==> src/sv/dcr_pkg.sv <==
// ----------------------------------------------------------------------------
// Disk graph chain reaction: shared types
// Word layouts of the item and result channels, operation codes, and the
// command and status bundles between the controller and the datapath.
// ----------------------------------------------------------------------------
package dcr_pkg;

	localparam logic [1:0] OP_WRITE  = 2'd0;
	localparam logic [1:0] OP_ROCKET = 2'd1;
	localparam logic [1:0] OP_REACH  = 2'd2;
	localparam logic [1:0] OP_BEST   = 2'd3;

	// Width of a mine index or count as carried in commands and status.
	localparam int J_W = 7;

	typedef struct packed {
		logic [1:0]         opcode;
		logic [5:0]         mine_index;
		logic signed [15:0] pos_x;
		logic signed [15:0] pos_y;
		logic [14:0]        radius;
	} item_t;

	typedef struct packed {
		logic [5:0] result_index;
		logic       has_index;
		logic [6:0] result_count;
		logic       status;
		logic       last_item;
	} result_t;

	typedef enum logic [2:0] {
		KIND_NONE,
		KIND_ERR,
		KIND_REACH,
		KIND_BEST,
		KIND_PEND
	} kind_t;

	typedef struct packed {
		logic             wr_mine;
		logic             cov_go;
		logic             cov_mode;
		logic             adj_row;
		logic             adj_col;
		logic             seed_clear;
		logic             seed_one;
		logic             seed_set;
		logic             walk_pick;
		logic             pop_rd;
		logic             pop_load;
		logic             best_upd;
		logic             best_first;
		logic             out_load;
		kind_t            kind;
		logic [J_W-1:0]   j;
	} cmd_t;

	typedef struct packed {
		logic [1:0]     op;
		logic [J_W-1:0] idx;
		logic [J_W-1:0] n;
		logic           cov_done;
		logic           top_nz;
		logic           sp_nz;
		logic           out_empty;
		logic           pend_valid;
	} sts_t;

endpackage

==> src/sv/dcr_ctrl.sv <==
// ----------------------------------------------------------------------------
// Disk graph chain reaction: controller
// Sequences mine writes, rocket seeding, depth-first walks and best search.
// ----------------------------------------------------------------------------
module dcr_ctrl #(
	parameter int MAX_MINES = 32
) (
	input  logic          clk,
	input  logic          arst_n,
	input  logic          item_valid,
	output logic          item_ready,
	input  dcr_pkg::sts_t sts,
	output dcr_pkg::cmd_t cmd
);
	typedef enum logic [3:0] {
		S_IDLE, S_DECODE, S_WA, S_WAW, S_WBW, S_RSEED, S_RWAIT,
		S_WALK, S_SETTLE, S_POPW, S_SEED3, S_FINAL
	} state_t;

	state_t                 state_q;
	logic                   ready_q;
	dcr_pkg::cmd_t          cmd_q;
	dcr_pkg::kind_t         kind_q;
	logic [dcr_pkg::J_W-1:0] j_q;

	localparam logic [dcr_pkg::J_W-1:0] MAX_J = dcr_pkg::J_W'(MAX_MINES);

	assign item_ready = ready_q;
	assign cmd        = cmd_q;

	always_ff @(posedge clk or negedge arst_n) begin
		if (!arst_n) begin
			state_q <= S_IDLE;
			ready_q <= 1'b1;
			cmd_q   <= '0;
			kind_q  <= dcr_pkg::KIND_NONE;
			j_q     <= '0;
		end else begin
			cmd_q   <= '0;
			cmd_q.j <= j_q;
			unique case (state_q)
				S_IDLE: begin
					if (item_valid && ready_q) begin
						ready_q <= 1'b0;
						state_q <= S_DECODE;
					end
				end
				S_DECODE: begin
					j_q <= '0;
					unique case (sts.op)
						dcr_pkg::OP_WRITE: begin
							if (sts.idx >= sts.n) begin
								kind_q  <= dcr_pkg::KIND_ERR;
								state_q <= S_FINAL;
							end else begin
								cmd_q.wr_mine <= 1'b1;
								state_q       <= S_WA;
							end
						end
						dcr_pkg::OP_ROCKET: begin
							cmd_q.seed_clear <= 1'b1;
							state_q          <= S_RSEED;
						end
						dcr_pkg::OP_REACH: begin
							if (sts.idx >= sts.n) begin
								kind_q  <= dcr_pkg::KIND_ERR;
								state_q <= S_FINAL;
							end else begin
								cmd_q.seed_one <= 1'b1;
								cmd_q.j        <= sts.idx;
								state_q        <= S_SETTLE;
							end
						end
						default: begin
							if (sts.n == '0) begin
								kind_q  <= dcr_pkg::KIND_ERR;
								state_q <= S_FINAL;
							end else begin
								cmd_q.seed_one <= 1'b1;
								cmd_q.j        <= '0;
								state_q        <= S_SETTLE;
							end
						end
					endcase
				end
				S_WA: begin
					if (j_q == MAX_J) begin
						kind_q  <= dcr_pkg::KIND_NONE;
						state_q <= S_FINAL;
					end else if (j_q == sts.idx) begin
						j_q <= j_q + 1'b1;
					end else begin
						cmd_q.cov_go   <= 1'b1;
						cmd_q.cov_mode <= 1'b0;
						state_q        <= S_WAW;
					end
				end
				S_WAW: begin
					if (sts.cov_done) begin
						cmd_q.adj_row  <= 1'b1;
						cmd_q.cov_go   <= 1'b1;
						cmd_q.cov_mode <= 1'b1;
						state_q        <= S_WBW;
					end
				end
				S_WBW: begin
					if (sts.cov_done) begin
						cmd_q.adj_col <= 1'b1;
						j_q           <= j_q + 1'b1;
						state_q       <= S_WA;
					end
				end
				S_RSEED: begin
					if (j_q == sts.n) begin
						state_q <= S_WALK;
					end else begin
						cmd_q.cov_go   <= 1'b1;
						cmd_q.cov_mode <= 1'b0;
						state_q        <= S_RWAIT;
					end
				end
				S_RWAIT: begin
					if (sts.cov_done) begin
						cmd_q.seed_set <= 1'b1;
						j_q            <= j_q + 1'b1;
						state_q        <= S_RSEED;
					end
				end
				S_WALK: begin
					if (sts.top_nz) begin
						if (sts.op != dcr_pkg::OP_ROCKET || sts.out_empty) begin
							cmd_q.walk_pick <= 1'b1;
							state_q         <= S_SETTLE;
						end
					end else if (sts.sp_nz) begin
						cmd_q.pop_rd <= 1'b1;
						state_q      <= S_POPW;
					end else begin
						unique case (sts.op)
							dcr_pkg::OP_ROCKET: begin
								kind_q  <= sts.pend_valid ? dcr_pkg::KIND_PEND
								                          : dcr_pkg::KIND_NONE;
								state_q <= S_FINAL;
							end
							dcr_pkg::OP_REACH: begin
								kind_q  <= dcr_pkg::KIND_REACH;
								state_q <= S_FINAL;
							end
							default: begin
								cmd_q.best_upd   <= 1'b1;
								cmd_q.best_first <= (j_q == '0);
								j_q              <= j_q + 1'b1;
								if (j_q + 1'b1 == sts.n) begin
									kind_q  <= dcr_pkg::KIND_BEST;
									state_q <= S_FINAL;
								end else begin
									state_q <= S_SEED3;
								end
							end
						endcase
					end
				end
				S_SEED3: begin
					cmd_q.seed_one <= 1'b1;
					state_q        <= S_SETTLE;
				end
				S_POPW: begin
					cmd_q.pop_load <= 1'b1;
					state_q        <= S_SETTLE;
				end
				S_SETTLE: begin
					state_q <= S_WALK;
				end
				S_FINAL: begin
					if (sts.out_empty) begin
						cmd_q.out_load <= 1'b1;
						cmd_q.kind     <= kind_q;
						ready_q        <= 1'b1;
						state_q        <= S_IDLE;
					end
				end
				default: begin
					state_q <= S_IDLE;
				end
			endcase
		end
	end

	// A command that moves the walk is issued only while an item is still taken.
	assert property (@(posedge clk) disable iff (!arst_n)
		(cmd_q.walk_pick || cmd_q.pop_rd) |-> !ready_q)
		else $error("walk command while idle");
	// The final result is loaded exactly when the controller reopens for items.
	assert property (@(posedge clk) disable iff (!arst_n)
		cmd_q.out_load |-> ready_q && $rose(ready_q))
		else $error("result load out of step with ready");
endmodule

==> config.mk <==
export PLATFORM = sky130hd
export DESIGN_NAME = dcr_ctrl
export DESIGN_NICKNAME = d
export VERILOG_FILES = /design/src/sv/dcr_pkg.sv /design/src/sv/dcr_ctrl.sv
export SDC_FILE = /design/constraint.sdc
export NUM_CORES = 1
export LEC_CHECK = 0
export BUFFER_PORTS_ARGS = -buffer_cell sky130_fd_sc_hd__buf_2
export CORE_ASPECT_RATIO = 0.7
export CORE_UTILIZATION = 50
export CTS_CLUSTER_DIAMETER = 150
export DETAILED_ROUTE_END_ITERATION = 8
export PLACE_DENSITY = 0.69
export SLEW_MARGIN = 20
export SYNTH_ARGS = -nofsm -noshare
export SYNTH_HDL_FRONTEND = slang
export SYNTH_SLANG_ARGS = --single-unit
==> constraint.sdc <==
create_clock -name clk -period 6.7 [get_ports clk]
set_input_delay 1.34 -clock clk [delete_from_list [all_inputs] [get_ports clk]]
set_output_delay 1.34 -clock clk [all_outputs]
set_load 0.005 [all_outputs]
# Word level (Yosys, flattened, before mapping)
# Index checks and enable logic that the tools add are counted.
dict set report totals {
  ff_bits 39
  in_bits 24
  wordCells 147
}
dict set report classes {
  n_reduce_logical 18
  add_sub_neg 1
  mux 71
  order_cmp 1
  eq_ne 36
}
# operator n
set ops {}
lappend ops {{two-way mux 7 bit} 9}
lappend ops {{two-way mux 4 bit} 14}
lappend ops {{case mux 4 bit (11 select lines)} 1}
lappend ops {{case mux 7 bit (4 select lines)} 1}
lappend ops {{two-way mux 3 bit} 8}
lappend ops {{!= test 2 bit, second input constant} 12}
lappend ops {{== test 7 bit} 3}
lappend ops {{two-way mux 2 bit} 10}
lappend ops {{two-way mux 1 bit} 19}
lappend ops {{== test 4 x 3 -> 1 bit, second input constant} 4}
lappend ops {{== test 4 bit, second input constant} 4}
lappend ops {{logical NOT 7 bit} 2}
lappend ops {{case mux 7 bit (2 select lines)} 1}
lappend ops {{AND reduction 7 bit} 2}
lappend ops {{!= test 3 bit, second input constant} 4}
lappend ops {{case mux 3 bit (2 select lines)} 2}
lappend ops {{case mux 4 bit (3 select lines)} 1}
lappend ops {{OR reduction 2 bit} 5}
lappend ops {{case mux 3 bit (3 select lines)} 1}
lappend ops {{== test 4 x 2 -> 1 bit, second input constant} 2}
lappend ops {{AND reduction 8 bit} 1}
lappend ops {{adder 7 x 1 -> 7 bit, second input constant} 1}
lappend ops {{== test 7 x 6 -> 1 bit, second input constant} 1}
lappend ops {{greater-or-equal comparator 7 bit} 1}
lappend ops {{15 further kinds} 18}

# Depth between registers and ports, before layout
# Gate-level depths: netlist of run 1.
dict set report depth {
  ltp_word 7
  depth_mapped 9
  ltp_nobuf 8
}

# Least setup slack after synthesis of run 1
# No wires, ideal clock.
dict set report synth_timing {
  path_type {input port to flip-flop}
  startpoint {input sts[7] in the netlist's numbering}
  endpoint {register cmd_q, in the netlist cmd[17]}
  required_ps 6622
  path_stages 8
  n_path_buf 0
  setup_time_ps 78
  path_slack_ps 3648
  t_arrival_ps 2974
  path_cell_list {inv_1 > ha_1 > a21o_1 > a31oi_1 > o21a_1 > a21oi_1 > or4b_2 > a21oi_1}
}
dict set report synth_via {
  elab_chain_len 4
  elab_cells_between_ends 6
  cone_classes {order compare (1); mux (4); reduce/logical (1)}
}
# item line_no
set synth_rtl {}
lappend synth_rtl {{start: declaration} dcr_ctrl.sv:12} ;# input dcr_pkg::sts_t sts,
lappend synth_rtl {{greater-or-equal comparator 7 bit or logical NOT 7 bit (tied branches)} {dcr_ctrl.sv:65, dcr_ctrl.sv:75}}
lappend synth_rtl {{two-way mux 1 bit (on tied branches)} {dcr_ctrl.sv:65, dcr_ctrl.sv:75}}
lappend synth_rtl {{case mux 1 bit (2 select lines) (*)} dcr_ctrl.sv:50} ;# unique case (sts.op)
lappend synth_rtl {{case mux 1 bit (2 select lines) (*)} dcr_ctrl.sv:41} ;# unique case (state_q)
lappend synth_rtl {{end: declaration} dcr_ctrl.sv:22} ;# dcr_pkg::cmd_t cmd_q;
# Every way passes the cells marked *; elsewhere a longest branch is shown, timed or not.
# A chain may end at the register's enable or synchronous reset.

# Worst setup path after layout of run 1
dict set report layout_timing {
  startpoint {input sts[19] in the netlist's numbering}
  endpoint {register j_q[6] in the netlist's numbering}
}
dict set report layout_via {
  elab_chain_len 4
  elab_cells_between_ends 5
  cone_classes {eq/ne (3); reduce/logical (2)}
}
# item line_no
set layout_rtl {}
lappend layout_rtl {{== test 2 bit or == test 2 x 1 -> 1 bit (tied branches)} dcr_ctrl.sv:139} ;# unique case (sts.op)
lappend layout_rtl {{OR reduction 2 bit (no source line) (*)} --}
lappend layout_rtl {{!= test 2 bit (no source line) (*)} --}
lappend layout_rtl {{AND reduction 7 bit (no source line) (*)} --}
lappend layout_rtl {{end signal: assignment} dcr_ctrl.sv:109} ;# j_q <= j_q + 1'b1;
lappend layout_rtl {{end signal: assignment} dcr_ctrl.sv:125} ;# j_q <= j_q + 1'b1;
lappend layout_rtl {{end signal: assignment} dcr_ctrl.sv:152} ;# j_q <= j_q + 1'b1;
lappend layout_rtl {{end: declaration} dcr_ctrl.sv:24} ;# logic [dcr_pkg::J_W-1:0] j_q;
# Marks and branches as above.

==> run metrics, run 1 <==
Post-Synthesis Net Count 315; initial antenna violation count 0; cell area reported after detailed placement 0.00285 mm²; core box area 0.00489 mm²; detailed-routing iteration count for the pre-antenna-repair pass 5; starting density of the core 53.4%; leftover overflow at the end of global routing 0; sequential area share after synthesis 37.4%; CTS-repair resized insts 0; hold crit path type flip-flop to flip-flop; Total Routed Length 6220 µm; drt drc 0; via count of the first global-routing pass 2,011; transition time at the pin with the least slew margin 0.847 ns; global-route wire length before repair 10,000 µm; pins over their slew limit 0; required time reported for the critical path endpoint 6.91 ns; chip width 88.4 µm; Mean Syn Cell Area 9.43 µm²; I/O pin count 49; period utilization 46.5%; cell count after synthesis 277; clock tree from TritonCTS done; number of nets in the layout 355; setup_tns 0 ns; weighted congestion at the end of routability-driven global placement 0.889; top achievable clock speed 321 MHz; number of synthesized flops with an enable pin 0; commonest register cell after synthesis sky130_fd_sc_hd__dfrtp_1; # rows 21; crit path kind input pin to flip-flop; number of buffers inserted during clock tree synthesis 5; proportion of synthesized flip-flops having asynchronous set or reset 100%; run status finished clean; non-filler cells, final 387; number of placed instances, taps included 379; Area growth, synth to finish 12.6%; number of nets still failing antenna checks after routing 0; DIE AREA 0.00552 mm²; GRT Resource Usage Total 23.8%; number of DRC markers after the initial detailed-route iteration 214; Vias/cell 5.82; largest net degree at the start of global routing 40; cell area after layout 0.00294 mm²; latest clock arrival within the worst-skew pair 0.30 ns; hold_buf cts 0; Critical Path AT 3.33 ns; clock-pin transition on the worst setup and hold timing paths 0.09 ns; Max transition margin 43.5%; flip-flop and latch count after synthesis 39; wire length per cell after detailed routing 16.1 µm; Worst Path Max Fanout 8; unrepaired setup endpoints after global routing false; power density cells 348 mW/mm²; clk root buf sky130_fd_sc_hd__clkbuf_8; cell area after technology mapping 0.00261 mm²; setup slack after placement 3.31 ns; Cell variety after synth 62; diode count 0; static leakage 0.00140 µW; routed vias 2,254; Post-CTS Setup Bufs 0; Synth warnings 0; final count of negative-setup-slack endpoints 0; CTS max path bufs 2; final period demand of the worst path 3.11 ns; IO Port Bufs 48; Detail Placement HPWL 4730 µm; worst clock skew 0.0144 ns; number of max-capacitance violations reported 0; Die Height 62.5 µm; proportion of layout cells with a drive suffix above 1 23.6%; setup slack of the critical path after layout 3.59 ns; final hold viol count 0; filler cell count 450; category of the worst setup path capture point flip-flop; Worst Setup Start Kind input pin; number of clock sinks seen by CTS 39; peak supply drop 0.000220 V; depth of the CTS H-tree 2
==> where the power goes <==
| part | internal (µW) | switching (µW) | total [µW] |
|---|---|---|---|
| Clock | 72.5 | 88.1 | 161 |
| Combinational | 209 | 272 | 481 |
| Sequential | 288 | 94.6 | 383 |
| Total | 570 | 455 | 1020 |
==> cells in the final DEF, fill, tap and decap left out, types with 8 or more instances in the layout <==
cell type                 synthesis  routed
sky130_fd_sc_hd__a21oi_1         10      10
sky130_fd_sc_hd__a31oi_1          8       8
sky130_fd_sc_hd__buf_2            6      48
sky130_fd_sc_hd__dfrtp_1         38      38
sky130_fd_sc_hd__ha_1            14      14
sky130_fd_sc_hd__inv_1           20      20
sky130_fd_sc_hd__nand2_1         16      16
sky130_fd_sc_hd__nor2_1          20      20
sky130_fd_sc_hd__nor3_1           8       8
sky130_fd_sc_hd__nor4_1           8       8
sky130_fd_sc_hd__o21ai_0         14      14
sky130_fd_sc_hd__xnor2_1          8       8
sky130_fd_sc_hd__xor2_1          10      10
==> worst max-delay path: stages <==
cell and delay (ns):
sky130_fd_sc_hd__buf_2 0.14, sky130_fd_sc_hd__inv_1 0.07, sky130_fd_sc_hd__ha_1 0.41, sky130_fd_sc_hd__nor3_1 0.28
sky130_fd_sc_hd__o22ai_1 0.14, sky130_fd_sc_hd__a221o_1 0.42, sky130_fd_sc_hd__or3_1 0.38, sky130_fd_sc_hd__a21oi_1 0.14
==> sequential cells by signal (all words and copies together) (netlist names) <==
name	count
cmd	24
item_ready	1
j_q	7
kind_q	3
state_q	4
==> synthesized netlist by cell type (4+ instances only) <==
master	number	area, µm²
sky130_fd_sc_hd__nor2_1	20	75.1
sky130_fd_sc_hd__inv_1	20	75.1
sky130_fd_sc_hd__clkbuf_1	4	15.0
sky130_fd_sc_hd__and3_1	4	25.0
sky130_fd_sc_hd__xor2_1	10	87.6
sky130_fd_sc_hd__a22o_1	7	61.3
sky130_fd_sc_hd__nor4_1	8	50.1
sky130_fd_sc_hd__buf_2	6	30.0
sky130_fd_sc_hd__a31oi_1	8	50.1
sky130_fd_sc_hd__a21oi_1	10	50.1
sky130_fd_sc_hd__nand2_1	16	60.1
sky130_fd_sc_hd__dfrtp_1	38	951
sky130_fd_sc_hd__nor2b_1	5	31.3
sky130_fd_sc_hd__nand2b_1	7	43.8
sky130_fd_sc_hd__xnor2_1	8	70.1
sky130_fd_sc_hd__nor3_1	8	40.0
sky130_fd_sc_hd__ha_1	14	175
sky130_fd_sc_hd__nand4_1	5	31.3
sky130_fd_sc_hd__o21ai_0	14	70.1
sky130_fd_sc_hd__and2_1	4	25.0
==> layout make-up <==
type                            count  area [µm²]  area share [%]
Tap cell                           69        86.3            2.94
Inverter                           20        75.1            2.55
Sequential cell                    39         977            33.2
Multi-Input combinational cell    203        1470            50.1
Clock buffer                        5        68.8            2.34
Clock inverter                      3        20.0           0.681
Timing Repair Buffer               48         240            8.17
==> stage by stage <==
step                hold WS (ns)  utilization [%]  power [µW]
CTS                        0.500             60.2        1020
floorplan                  0.454                -         753
finish                     0.498             60.2        1020
global placement           0.472             58.3         857
detailed placement         0.472             58.3         857
global route               0.548             60.2        1100
==> path summary, 6_finish.rpt <==
| check | start | end | slack [ns] | cells after the start |
|---|---|---|---|---|
| min in group asynchronous | arst_n | j_q[1] | 1.15 | 1 |
| hold reg to reg | kind_q[1] | cmd[8] | 0.50 | 1 |
| max in group asynchronous | arst_n | cmd[4] | 5.01 | 1 |
| setup reg to reg | j_q[2] | kind_q[1] | 4.25 | 6 |
| setup / recovery | sts[19] | j_q[6] | 3.59 | 8 |
| hold / removal | kind_q[1] | cmd[8] | 0.50 | 1 |
==> metal layers <==
layer	part of all wire (%)	GRT usage (%)	wire length [µm]	vias to the layer above
li1	-	-	-	1093
met1	52	38.3	3220	1055
met2	40	31.1	2490	98
met3	7.1	5.68	444	8
met4	0.95	6.05	59	0
met5	0	0	0	-
==> cell families after synthesis <==
kind of cell	after synthesis	share of synthesized area, %
mux	3	1.34
compound gates	71	20.1
buf+inv	35	6.18
flops	39	37.4
fa+ha+maj	14	6.71
simple gates	96	21.6
xor+xnor	19	6.66
(Power assumes the default switching activity.)
==> inputs of run 2 (changes only) <==
clock period = 3.1 ns   (was 6.7 ns; I/O delays follow)
==> run metrics, run 2 (synthesized netlist as in run 1, its figures left out) <==
number of max-capacitance violations reported 0; final count of negative-setup-slack endpoints 0; GRT Resource Usage Total 23.7%; largest net degree at the start of global routing 40; Worst Path Max Fanout 10; Total Routed Length 6110 µm; clk root buf sky130_fd_sc_hd__clkbuf_8; Die Height 62.5 µm; commonest non-fill, non-tap cell in the layout sky130_fd_sc_hd__buf_2; total area of sequential cells 977 µm²; flop-to-flop setup slack 0.64 ns; share of power burned in registers 36.8%; category of the worst setup path capture point flip-flop; peak supply drop 0.000539 V; hold crit path type input pin to asynchronous set/reset pin; period utilization 79.5%; proportion of layout cells with a drive suffix above 1 24.3%; latest clock arrival within the worst-skew pair 0.30 ns; diode count 0; IO Port Bufs 48; number of flip-flops under the largest register name 24; setup_tns 0 ns; cell area after layout 0.00296 mm²; # rows 21; top library cells by usage in the layout, fill and taps aside sky130_fd_sc_hd__buf_2 (48), sky130_fd_sc_hd__dfrtp_1 (38), sky130_fd_sc_hd__inv_1 (20), sky130_fd_sc_hd__nor2_1 (20), sky130_fd_sc_hd__nand2_1 (16); clock share of power 15.4%; cell area reported after detailed placement 0.00287 mm²; hold_buf cts 0; number of cells traversed by the worst register-to-register path 6; starting density of the core 53.4%; core box area 0.00489 mm²; number of buffers inserted during clock tree synthesis 5; top achievable clock speed 406 MHz; Vias/cell 5.72; area of combinational cells with multiple inputs 0.00147 mm²; Area growth, synth to finish 13.5%; Worst Setup Start Kind flip-flop; global-route wire length before repair 10,000 µm; number of clock sinks seen by CTS 39; required time reported for the critical path endpoint 3.29 ns; CTS-repair resized insts 0; worst clock skew 0.0105 ns; transition time at the pin with the least slew margin 0.845 ns; drt drc 0; Psw 972 µW; internal power contribution 1250 µW; final hold viol count 0; number of nets still failing antenna checks after routing 0; CTS max path bufs 2; pins over their slew limit 0; initial antenna violation count 0; wire length per cell after detailed routing 15.7 µm; unrepaired setup endpoints after global routing false; share of total power in combinational logic 47.9%; filler cell count 464; routed vias 2,230; depth of the CTS H-tree 2; Detail Placement HPWL 4810 µm; number of DRC markers after the initial detailed-route iteration 208; power density cells 749 mW/mm²; chip width 88.4 µm; DIE AREA 0.00552 mm²; Critical Path AT 2.66 ns; crit path kind flip-flop to flip-flop; weighted congestion at the end of routability-driven global placement 0.897; clock-pin transition on the worst setup and hold timing paths 0.08 ns; static leakage 0.00141 µW; via count of the first global-routing pass 2,024; I/O pin count 49; clock tree from TritonCTS done; run status finished clean; leftover overflow at the end of global routing 0; Post-CTS Setup Bufs 0; number of nets in the layout 358; detailed-routing iteration count for the pre-antenna-repair pass 5; Crit. Startpoint j_q[2]; Max transition margin 43.7%; final period demand of the worst path 2.46 ns; switching fraction of total power 43.8%; endpoint of the most critical register-to-register path kind_q[1]; critical register-to-register path startpoint j_q[2]
run 2: cell types whose count changed in the layout (fill, tap and decap cells not counted), sizes merged:
cell / before / now
buf: 48 / 51
run 2: layout make-up:
type                            count  area share [%]
Multi-Input combinational cell    203            49.7
Sequential cell                    39            33.0
Timing Repair Buffer               51            8.87
Tap cell                           69            2.91
Inverter                           20            2.53
Clock buffer                        5            2.32
Clock inverter                      3           0.676
run 2: how the worst max path moves through the flow:
stage                             to  slack, ns  cells after the start
after CTS                  kind_q[1]       0.65                      6
after global routing      state_q[2]       0.49                      6
final                      kind_q[1]       0.64                      6
after global placement       cmd[17]       0.45                      9
after floorplan              cmd[17]       0.77                      8
after detailed placement     cmd[17]       0.46                      9
run 2: worst max-delay path: stages (launching register included):
cell and delay [ns]:
sky130_fd_sc_hd__dfrtp_1 0.66, sky130_fd_sc_hd__nand3_4 0.16, sky130_fd_sc_hd__or3_1 0.40, sky130_fd_sc_hd__and4_4 0.20, sky130_fd_sc_hd__o2111a_1 0.30, sky130_fd_sc_hd__o311ai_4 0.31, sky130_fd_sc_hd__mux2_4 0.33
run 2: layer usage:
metal / share of wire, % / routed length, µm / track usage, %
met1: 52 / 3180 / 37.0
met2: 40 / 2420 / 32.5
met3: 7.7 / 472 / 6.74
met4: 0.56 / 34 / 4.23
met5: 0 / 0 / 0
run 2: power groups by stage:
stage	Combinational, µW	Sequential, µW	Clock, µW
5_1_grt	1180	841	366
2_1_floorplan	945	681	0
3_3_place_gp	1050	822	0
4_1_cts	1060	811	349
3_5_place_dp	1050	819	0
6_report	1060	815	341
run 2: stage by stage:
stage | hold WS [ns] | utilization, % | setup WS (ns) | power [µW] | cells
floorplan | 0.324 | - | 0.768 | 1630 | 277
CTS | 0.466 | 60.6 | 0.654 | 2220 | 390
detailed placement | 0.480 | 58.8 | 0.455 | 1870 | 382
finish | 0.418 | 60.6 | 0.637 | 2220 | 390
global route | 0.489 | 60.6 | 0.486 | 2390 | 390
global placement | 0.478 | 58.8 | 0.448 | 1870 | 382
